--- config.mk ---
export PLATFORM = sky130hd
export DESIGN_NAME = sliding_window_min_max
export DESIGN_NICKNAME = d
export VERILOG_FILES = /design/src/design/swmm_pkg.sv /design/src/design/swmm_store.sv /design/src/design/swmm_ctrl.sv /design/src/design/sliding_window_min_max.sv
export SDC_FILE = /design/constraint.sdc
export NUM_CORES = 2
export LEC_CHECK = 0
export BUFFER_PORTS_ARGS = -buffer_cell sky130_fd_sc_hd__buf_4
export CELL_PAD_IN_SITES_DETAIL_PLACEMENT = 1
export CELL_PAD_IN_SITES_GLOBAL_PLACEMENT = 1
export CORE_MARGIN = 10
export CORE_UTILIZATION = 52
export DETAILED_ROUTE_END_ITERATION = 8
export HOLD_SLACK_MARGIN = 0.12
export PLACE_DENSITY = 0.83
export REMOVE_ABC_BUFFERS = 1
export SETUP_SLACK_MARGIN = 0.3
export SLEW_MARGIN = 20
export SYNTH_ARGS = -nofsm -noshare
export SYNTH_HDL_FRONTEND = slang
export SYNTH_SLANG_ARGS = --single-unit
--- constraint.sdc ---
create_clock -name clk -period 12.2 [get_ports clk]
set_input_delay 3.05 -clock clk [delete_from_list [all_inputs] [get_ports clk]]
set_output_delay 3.05 -clock clk [all_outputs]
set_load 0.03 [all_outputs]
--- src/design/swmm_pkg.sv ---
// ----------------------------------------------------------------------------
// swmm_pkg
// shared constants and types for the sliding window min/max block
// ----------------------------------------------------------------------------
package swmm_pkg;

  // defaults for the top-level parameters
  localparam int unsigned DEF_MAX_WINDOW = 64;
  localparam int unsigned DEF_DATA_WIDTH = 32;

  // fixed field widths
  localparam int unsigned POS_W     = 32;  // sequence positions
  localparam int unsigned WS_W      = 7;   // window_size register
  localparam int unsigned CFG_IDX_W = 1;   // register index
  localparam int unsigned CFG_DAT_W = WS_W;

  // register indexes
  localparam logic [CFG_IDX_W-1:0] REG_WINDOW_SIZE = 1'b0;
  localparam logic [CFG_IDX_W-1:0] REG_FIND_MAX    = 1'b1;

  // status from the sequencer to the top level
  typedef struct packed {
    logic busy;     // an item is being worked on
    logic holding;  // result ready but the output slot is still full
  } swmm_status_t;

endpackage

--- src/design/swmm_store.sv ---
// ----------------------------------------------------------------------------
// swmm_store
// candidate store: one write port, one read port with registered data
// ----------------------------------------------------------------------------
module swmm_store import swmm_pkg::*; #(
  parameter int unsigned MAX_WINDOW = DEF_MAX_WINDOW,
  parameter int unsigned DATA_WIDTH = DEF_DATA_WIDTH,
  localparam int unsigned PTR_W = (MAX_WINDOW > 1) ? $clog2(MAX_WINDOW) : 1
) (
  input  logic                  clk,
  input  logic                  wr_en,
  input  logic [PTR_W-1:0]      wr_addr,
  input  logic [DATA_WIDTH-1:0] wr_value,
  input  logic [POS_W-1:0]      wr_pos,
  input  logic [PTR_W-1:0]      rd_addr,
  output logic [DATA_WIDTH-1:0] rd_value,
  output logic [POS_W-1:0]      rd_pos
);

  localparam int unsigned WORD_W = DATA_WIDTH + POS_W;

  logic [WORD_W-1:0] mem [MAX_WINDOW];
  logic [WORD_W-1:0] rd_word_r;

  always_ff @(posedge clk) begin
    if (wr_en) begin
      mem[wr_addr] <= {wr_value, wr_pos};
    end
  end

  always_ff @(posedge clk) begin
    rd_word_r <= mem[rd_addr];
  end

  assign rd_value = rd_word_r[WORD_W-1:POS_W];
  assign rd_pos   = rd_word_r[POS_W-1:0];

endmodule

--- src/design/swmm_ctrl.sv ---
// ----------------------------------------------------------------------------
// swmm_ctrl
// deque sequencer: front expiry, back pruning, push and result
// ----------------------------------------------------------------------------
module swmm_ctrl import swmm_pkg::*; #(
  parameter int unsigned MAX_WINDOW = DEF_MAX_WINDOW,
  parameter int unsigned DATA_WIDTH = DEF_DATA_WIDTH,
  localparam int unsigned PTR_W = (MAX_WINDOW > 1) ? $clog2(MAX_WINDOW) : 1
) (
  input  logic                  clk,
  input  logic                  rst_n,
  // item in
  input  logic                  item_take,
  input  logic [DATA_WIDTH-1:0] item_sample,
  input  logic                  item_first,
  // configuration
  input  logic [WS_W-1:0]       window_size,
  input  logic                  find_max,
  // output slot
  input  logic                  out_free,
  // store
  output logic                  st_wr_en,
  output logic [PTR_W-1:0]      st_wr_addr,
  output logic [DATA_WIDTH-1:0] st_wr_value,
  output logic [POS_W-1:0]      st_wr_pos,
  output logic [PTR_W-1:0]      st_rd_addr,
  input  logic [DATA_WIDTH-1:0] st_rd_value,
  input  logic [POS_W-1:0]      st_rd_pos,
  // result
  output logic                  res_valid,
  output logic [DATA_WIDTH-1:0] res_extreme,
  output logic [POS_W-1:0]      res_extreme_position,
  output logic [POS_W-1:0]      res_window_start,
  output swmm_status_t          status
);

  localparam int unsigned CNT_W = $clog2(MAX_WINDOW + 1);
  localparam logic [PTR_W-1:0] LAST_SLOT = PTR_W'(MAX_WINDOW - 1);

  typedef enum logic [1:0] {
    ST_IDLE,
    ST_FRONT,
    ST_BACK
  } state_t;

  function automatic logic [PTR_W-1:0] slot_next(input logic [PTR_W-1:0] s);
    return (s == LAST_SLOT) ? '0 : s + 1'b1;
  endfunction

  function automatic logic [PTR_W-1:0] slot_prev(input logic [PTR_W-1:0] s);
    return (s == '0) ? LAST_SLOT : s - 1'b1;
  endfunction

  state_t                state_r, state_nxt;
  logic [PTR_W-1:0]      head_r, head_nxt;
  logic [PTR_W-1:0]      tail_r, tail_nxt;
  logic [CNT_W-1:0]      occ_r, occ_nxt;
  logic [POS_W-1:0]      count_r, count_nxt;
  logic                  wrapped_r, wrapped_nxt;
  logic [DATA_WIDTH-1:0] samp_r, samp_nxt;
  logic [POS_W-1:0]      pos_r, pos_nxt;
  logic [DATA_WIDTH-1:0] hv_r, hv_nxt;
  logic [POS_W-1:0]      hp_r, hp_nxt;

  logic [POS_W-1:0] w_full;
  logic [CNT_W-1:0] w;
  logic             front_pop;
  logic             back_pop;
  logic             useless;
  logic [POS_W-1:0] pos_inc;
  logic             emit;
  logic             hold;

  // effective window: zero reads as one, saturate at the store depth
  always_comb begin
    if (window_size == '0) begin
      w_full = POS_W'(1);
    end else if (POS_W'(window_size) > POS_W'(MAX_WINDOW)) begin
      w_full = POS_W'(MAX_WINDOW);
    end else begin
      w_full = POS_W'(window_size);
    end
  end
  assign w = w_full[CNT_W-1:0];

  assign front_pop = (occ_r != '0) && ((pos_r - st_rd_pos) >= POS_W'(w));
  assign useless   = find_max ? ($signed(st_rd_value) <= $signed(samp_r))
                              : ($signed(st_rd_value) >= $signed(samp_r));
  assign back_pop  = (occ_r != '0) && useless;
  assign pos_inc   = pos_r + 1'b1;
  assign emit      = wrapped_r || (pos_inc == '0) || (pos_inc >= POS_W'(w));
  assign hold      = emit && !out_free;

  always_comb begin
    state_nxt   = state_r;
    head_nxt    = head_r;
    tail_nxt    = tail_r;
    occ_nxt     = occ_r;
    count_nxt   = count_r;
    wrapped_nxt = wrapped_r;
    samp_nxt    = samp_r;
    pos_nxt     = pos_r;
    hv_nxt      = hv_r;
    hp_nxt      = hp_r;
    st_wr_en    = 1'b0;
    st_rd_addr  = head_r;
    res_valid   = 1'b0;

    unique case (state_r)
      ST_IDLE: begin
        if (item_take) begin
          samp_nxt = item_sample;
          if (item_first) begin
            head_nxt    = '0;
            tail_nxt    = '0;
            occ_nxt     = '0;
            count_nxt   = '0;
            wrapped_nxt = 1'b0;
            pos_nxt     = '0;
          end else begin
            pos_nxt = count_r;
          end
          state_nxt = ST_FRONT;
        end
      end
      ST_FRONT: begin
        if (front_pop) begin
          head_nxt   = slot_next(head_r);
          occ_nxt    = occ_r - 1'b1;
          st_rd_addr = slot_next(head_r);
        end else begin
          // head survives: keep it for the result
          hv_nxt     = st_rd_value;
          hp_nxt     = st_rd_pos;
          st_rd_addr = slot_prev(tail_r);
          state_nxt  = ST_BACK;
        end
      end
      ST_BACK: begin
        if (back_pop) begin
          tail_nxt   = slot_prev(tail_r);
          occ_nxt    = occ_r - 1'b1;
          st_rd_addr = slot_prev(slot_prev(tail_r));
        end else if (hold) begin
          st_rd_addr = slot_prev(tail_r);
        end else begin
          st_wr_en    = 1'b1;
          tail_nxt    = slot_next(tail_r);
          occ_nxt     = occ_r + 1'b1;
          count_nxt   = pos_inc;
          wrapped_nxt = wrapped_r || (pos_inc == '0);
          res_valid   = emit;
          state_nxt   = ST_IDLE;
        end
      end
      default: state_nxt = ST_IDLE;
    endcase
  end

  assign st_wr_addr  = tail_r;
  assign st_wr_value = samp_r;
  assign st_wr_pos   = pos_r;

  // an empty deque before the push means the new sample is its own extreme
  assign res_extreme          = (occ_r != '0) ? hv_r : samp_r;
  assign res_extreme_position = (occ_r != '0) ? hp_r : pos_r;
  assign res_window_start     = pos_inc - POS_W'(w);

  assign status.busy    = (state_r != ST_IDLE);
  assign status.holding = (state_r == ST_BACK) && !back_pop && hold;

  always_ff @(posedge clk) begin
    if (!rst_n) begin
      state_r   <= ST_IDLE;
      head_r    <= '0;
      tail_r    <= '0;
      occ_r     <= '0;
      count_r   <= '0;
      wrapped_r <= 1'b0;
    end else begin
      state_r   <= state_nxt;
      head_r    <= head_nxt;
      tail_r    <= tail_nxt;
      occ_r     <= occ_nxt;
      count_r   <= count_nxt;
      wrapped_r <= wrapped_nxt;
    end
    samp_r <= samp_nxt;
    pos_r  <= pos_nxt;
    hv_r   <= hv_nxt;
    hp_r   <= hp_nxt;
  end

endmodule

--- src/design/sliding_window_min_max.sv ---
// an accepted sample passes ST_FRONT, which drops expired candidates from
//   the front of the deque, then ST_BACK, which drops dominated ones from the
//   back, waits while the output register is full with a result due, then
//   pushes the sample and loads the result; no new sample is taken before
//   that push; each sample is pushed once and dropped at most once
// reset: synchronous, active low; deque empty, position zero, window_size 1,
//   find_max 0; no clearing pass, the store needs none
// ----------------------------------------------------------------------------
// sliding_window_min_max
// running minimum or maximum over the last window_size samples, kept as a
// monotonic deque of candidates in a single-port-read memory
// ----------------------------------------------------------------------------
module sliding_window_min_max import swmm_pkg::*; #(
  parameter int unsigned MAX_WINDOW = DEF_MAX_WINDOW,
  parameter int unsigned DATA_WIDTH = DEF_DATA_WIDTH
) (
  input  logic                  clk,
  input  logic                  rst_n,
  // configuration writes
  input  logic                  cfg_wr_en,
  input  logic [CFG_IDX_W-1:0]  cfg_index,
  input  logic [CFG_DAT_W-1:0]  cfg_data,
  // sample beats
  input  logic                  in_valid,
  output logic                  in_stall,
  input  logic [DATA_WIDTH-1:0] in_sample,
  input  logic                  in_first,
  // result beats
  output logic                  out_valid,
  input  logic                  out_stall,
  output logic [DATA_WIDTH-1:0] out_extreme,
  output logic [POS_W-1:0]      out_extreme_position,
  output logic [POS_W-1:0]      out_window_start
);

  localparam int unsigned PTR_W = (MAX_WINDOW > 1) ? $clog2(MAX_WINDOW) : 1;

  // configuration registers
  logic [WS_W-1:0] window_size_r;
  logic            find_max_r;

  // store interface
  logic                  st_wr_en;
  logic [PTR_W-1:0]      st_wr_addr;
  logic [DATA_WIDTH-1:0] st_wr_value;
  logic [POS_W-1:0]      st_wr_pos;
  logic [PTR_W-1:0]      st_rd_addr;
  logic [DATA_WIDTH-1:0] st_rd_value;
  logic [POS_W-1:0]      st_rd_pos;

  // result from the sequencer
  logic                  res_valid;
  logic [DATA_WIDTH-1:0] res_extreme;
  logic [POS_W-1:0]      res_extreme_position;
  logic [POS_W-1:0]      res_window_start;
  swmm_status_t          status;

  // output register
  logic                  out_valid_r;
  logic [DATA_WIDTH-1:0] out_extreme_r;
  logic [POS_W-1:0]      out_extreme_position_r;
  logic [POS_W-1:0]      out_window_start_r;

  logic item_take;
  logic out_free;

  // register writes, unknown indexes fall through
  always_ff @(posedge clk) begin
    if (!rst_n) begin
      window_size_r <= WS_W'(1);
      find_max_r    <= 1'b0;
    end else if (cfg_wr_en) begin
      unique case (cfg_index)
        REG_WINDOW_SIZE: window_size_r <= cfg_data;
        REG_FIND_MAX:    find_max_r    <= cfg_data[0];
        default: ;
      endcase
    end
  end

  // one sample at a time; the output slot is decoupled by its own register
  assign in_stall  = status.busy;
  assign item_take = in_valid && !in_stall;
  assign out_free  = !out_valid_r || !out_stall;

  swmm_store #(
    .MAX_WINDOW (MAX_WINDOW),
    .DATA_WIDTH (DATA_WIDTH)
  ) u_store (
    .clk      (clk),
    .wr_en    (st_wr_en),
    .wr_addr  (st_wr_addr),
    .wr_value (st_wr_value),
    .wr_pos   (st_wr_pos),
    .rd_addr  (st_rd_addr),
    .rd_value (st_rd_value),
    .rd_pos   (st_rd_pos)
  );

  swmm_ctrl #(
    .MAX_WINDOW (MAX_WINDOW),
    .DATA_WIDTH (DATA_WIDTH)
  ) u_ctrl (
    .clk                  (clk),
    .rst_n                (rst_n),
    .item_take            (item_take),
    .item_sample          (in_sample),
    .item_first           (in_first),
    .window_size          (window_size_r),
    .find_max             (find_max_r),
    .out_free             (out_free),
    .st_wr_en             (st_wr_en),
    .st_wr_addr           (st_wr_addr),
    .st_wr_value          (st_wr_value),
    .st_wr_pos            (st_wr_pos),
    .st_rd_addr           (st_rd_addr),
    .st_rd_value          (st_rd_value),
    .st_rd_pos            (st_rd_pos),
    .res_valid            (res_valid),
    .res_extreme          (res_extreme),
    .res_extreme_position (res_extreme_position),
    .res_window_start     (res_window_start),
    .status               (status)
  );

  // output register: loaded only when the slot is free or being emptied
  always_ff @(posedge clk) begin
    if (!rst_n) begin
      out_valid_r <= 1'b0;
    end else if (res_valid) begin
      out_valid_r <= 1'b1;
    end else if (!out_stall) begin
      out_valid_r <= 1'b0;
    end
    if (res_valid) begin
      out_extreme_r          <= res_extreme;
      out_extreme_position_r <= res_extreme_position;
      out_window_start_r     <= res_window_start;
    end
  end

  assign out_valid            = out_valid_r;
  assign out_extreme          = out_extreme_r;
  assign out_extreme_position = out_extreme_position_r;
  assign out_window_start     = out_window_start_r;

`ifndef ASSERT_OFF
  // a new result never overwrites a beat still waiting downstream
  a_no_overwrite: assert property (@(posedge clk) disable iff (!rst_n)
    res_valid |-> out_free)
    else $error("result overwrote a pending output beat");

  // an accepted sample is worked on in the next cycle
  a_take_busy: assert property (@(posedge clk) disable iff (!rst_n)
    item_take |=> status.busy)
    else $error("accepted sample not picked up");

  // a result closes the item
  a_result_ends: assert property (@(posedge clk) disable iff (!rst_n)
    res_valid |=> !status.busy)
    else $error("sequencer still busy after its result");

  // waiting for the output slot only happens while that slot is full
  a_hold_full: assert property (@(posedge clk) disable iff (!rst_n)
    status.holding |-> (out_valid_r && out_stall))
    else $error("sequencer held with a free output slot");
`endif

endmodule
==> run_results.csv <==
group,metric,value,unit
setup_path,rrSetupSlack,2.41,ns
floorplan,core_region_area,327000,sq um
logic_synthesis,synth_top_family_by_area,"multiplexers",
detailed_routing,first_pass_iters,6,
logic_synthesis,async_flop_share,0,
clock_network,clkSlewWorstSetupHoldPaths,0.06,ns
cells_and_area,largest-register,"u_store.mem",
sta,setup_ws,2.41,ns
detailed_routing,wl,596,mm
detailed_routing,via_per_inst,7.49,
global_route,globalRouteTotalUtil,0.334,
setup_path,crit_slowest_cell,"buf_4",
pwr,power_density,243,nW/um^2
logic_synthesis,synthAdderAreaFrac,0.00692,
setup_path,cp_max_fo,69,
pwr,seq_power_share,0.396,
pwr,p_sw_frac,0.333,
clock_network,cts_htree_levels,5,
sta,worstMarginPinSlew,1.29,ns
cells_and_area,layout.cells.non_filler,13100,
placement,io_buffers,143,
cells_and_area,drive_above_1_share,0.250,
outcome,status,"finished, final reports clean",
setup_path,critPathLaunchType,"flop",
logic_synthesis,ys_seq_area_frac,0.776,
global_route,grt_pass1_wl,816,mm
pwr,leakage,60.9,nW
sta,finClkSkew,0.103,ns
placement,placed_cells,12300,
sta,fmax,0.102,GHz
hold_path,hp-class,"reg -> reg",
clock_network,clk_path_buf_depth,4,
clock_network,cts_resized,0,
floorplan,die_area,351000,sq um
cells_and_area,area_growth,12.6,%
detailed_routing,wl_per_cell,45.5,um
global_route,grt_pass1_vias,97700,
logic_synthesis,synth_top_area_cell,"edfxtp_1",
floorplan,start_util,0.522,
floorplan,die_w,592,um
logic_synthesis,synth_area_leaders,"edfxtp_1 76%, mux4_2 14%, o22ai_1 1.9%",
floorplan,num_io_pins,144,
floorplan,row_count,210,
setup_path,rr_endpoint,"u_store.rd_word_r[42]",
placement,routabilityCongestion,0.834,
clock_network,clock-sinks,4447,
detailed_routing,ant_nets,0,
clock_network,tritoncts,"yes",
setup_path,cp.required,13.11,ns
hold_path,hold_start,"u_store.rd_word_r[14]",
clock_network,holdBufCountCts,0,
placement,place_area,178000,sq um
pwr,power_switching,15.5,mW
clock_network,insertion_delay,1.05,ns
pwr,combPwrFrac,0.308,
setup_path,cpPeakStageDelay,0.70,ns
setup_path,crit_type,"reg -> reg",
logic_synthesis,synthesis.area,170000,sq um
setup_path,r2r-start,"u_ctrl.st_wr_pos[0]",
pwr,vdd_drop_max,329,uV
cells_and_area,largest_registers,"u_store.mem x4096, u_store.rd_word_r x64",
logic_synthesis,synth_compound_gate_area_share,0.0321,
logic_synthesis,yosysUniqueCellTypes,90,
setup_path,critical_path_buf_inv_count,6,
logic_synthesis,synth.avg_cell_area,21.4,sq um
setup_path,critical_path.endpoint_type,"flop",
pwr,p_total,46.6,mW
sta,fin_hold_ws,0.436,ns
cells_and_area,fill_cells,27200,
setup_path,critPathArrivalTime,10.70,ns
pwr,p_clk_frac,0.296,
logic_synthesis,synth.most_common_cell,"edfxtp_1",
pwr,p_int,31.1,mW
detailed_routing,num_vias,98000,
logic_synthesis,synth_edf_count,4320,
hold_path,worstHoldPathCells,0,
setup_path,cp_top_family,"simple AND/OR/NAND/NOR gates",
detailed_routing,drt_iter0_drc,20700,
floorplan,dieHeight,592,um
sta,min_period_over_period,0.803,
cells_and_area,utilization,0.587,
logic_synthesis,ys_ff_latch,4447,
placement,place_hpwl,284,mm
clock_network,cts_root_buf,"clkbuf_16",
logic_synthesis,synth_flop_cell,"edfxtp_1",
global_route,grt-ovfl-total,0,
hold_path,min_to,"u_ctrl.hp_r[14]",
sta,final_max_slew_viol_count,0,
sta,finalSetupViolCount,0,
logic_synthesis,synthMuxAreaShare,0.136,
global_route,antenna_found_initial,27,
sta,period_minus_slack,9.79,ns
cells_and_area,largest_reg_flops,4096,
run,maxCapViolCount,0,
logic_synthesis,synth_xor_area_frac,0.00457,
logic_synthesis,synth_warnings,0,
sta,hold_viol,0,
logic_synthesis,yosysTopAreaCellShare,0.762,
logic_synthesis,ys_top_cells_by_count,"4320 x edfxtp_1, 1024 x mux4_2, 519 x o22ai_1",
sta,final.setup.tns,0,ns
clock_network,cts_made_buffers,424,
setup_path,crit_path_frequent_cell,"buf_4",
setup_path,ff2ff_path_depth,28,
logic_synthesis,synthCells,7942,
placement,dp_slack,2.68,ns
cells_and_area,nNetsFinal,8499,
global_route,grt_start_max_net_pins,145,
sta,maxSlewHeadroom,0.129,
clock_network,post_cts_buffers,0,
cells_and_area,final_area,192000,sq um
detailed_routing,drc,0,
logic_synthesis,synth_simple_gate_area_share,0.0264,
sta,grt_setup_unrepaired,"no",
-- layout by cell type, fill, tap and decap left out, types with 34 or more instances in the layout --
cell and n:
clkbuf_1 82, nand3_1 46, edfxtp_1 4320, clkinv_1 69, nor2b_1 41, bufinv_16 51
inv_1 103, a21oi_1 90, clkinv_2 87, o21ai_0 75, nand2_1 235, dfxtp_1 127
nor2_4 65, xor2_1 35, buf_4 352, nor2_1 201, buf_12 48, clkbuf_16 428
o22ai_1 519, or4_1 131, nor3_1 34, ha_1 91, mux4_2 1024, xnor2_1 52
-- area by class of cell --
type | count | area, sq um | area share
flip-flops and latches | 4447 | 132000 | 0.689
multi-input cells | 2970 | 35700 | 0.186
clock buffers | 522 | 11200 | 0.0583
well taps | 4346 | 5440 | 0.0283
repair buffers | 413 | 3910 | 0.0204
clock inverters | 264 | 2950 | 0.0154
inverters | 104 | 390 | 0.00203
diodes | 15 | 37.5 | 0.000196
-- cell families (layout without fill, tap and decap cells) --
kind of cell / after synthesis / after routing
buf+inv: 525 / 1303
other cells: 0 / 15
xor+xnor: 88 / 88
mux: 1038 / 1038
fa+ha+maj: 93 / 93
flops: 4447 / 4447
simple gates: 894 / 894
compound gates: 857 / 857
-- worst max-delay path by stage --
stage / startpoint / endpoint / slack [ns] / depth (start not counted)
floorplan: u_ctrl.st_wr_pos[0] / u_store.rd_word_r[0] / -66.76 / 24
global placement: u_ctrl.st_wr_pos[0] / u_store.rd_word_r[42] / 2.99 / 28
detailed placement: u_ctrl.st_wr_pos[0] / u_store.rd_word_r[42] / 2.68 / 28
CTS: u_ctrl.st_wr_pos[0] / u_store.rd_word_r[42] / 2.63 / 28
global route: u_ctrl.st_wr_pos[0] / u_store.rd_word_r[42] / 1.92 / 28
finish: u_ctrl.st_wr_pos[0] / u_store.rd_word_r[42] / 2.41 / 28
-- power by group through the flow --
| stage | Sequential (mW) | Combinational (mW) | Clock (mW) |
|---|---|---|---|
| 3_5_place_dp | 18.7 | 13.5 | 0 |
| 2_1_floorplan | 19.1 | 12.0 | 0 |
| 3_3_place_gp | 18.7 | 13.0 | 0 |
| 4_1_cts | 18.4 | 14.1 | 13.8 |
| 6_report | 18.4 | 14.4 | 13.8 |
| 5_1_grt | 18.4 | 14.9 | 14.4 |
-- layer usage --
layer	GRT usage	share of wire	up-vias
li1	-	-	34300
met1	0.424	0.32	50000
met2	0.512	0.46	11200
met3	0.104	0.15	2572
met4	0.198	0.075	16
met5	0	0.00023	-
No activity file was read; power rests on OpenSTA's default activity.
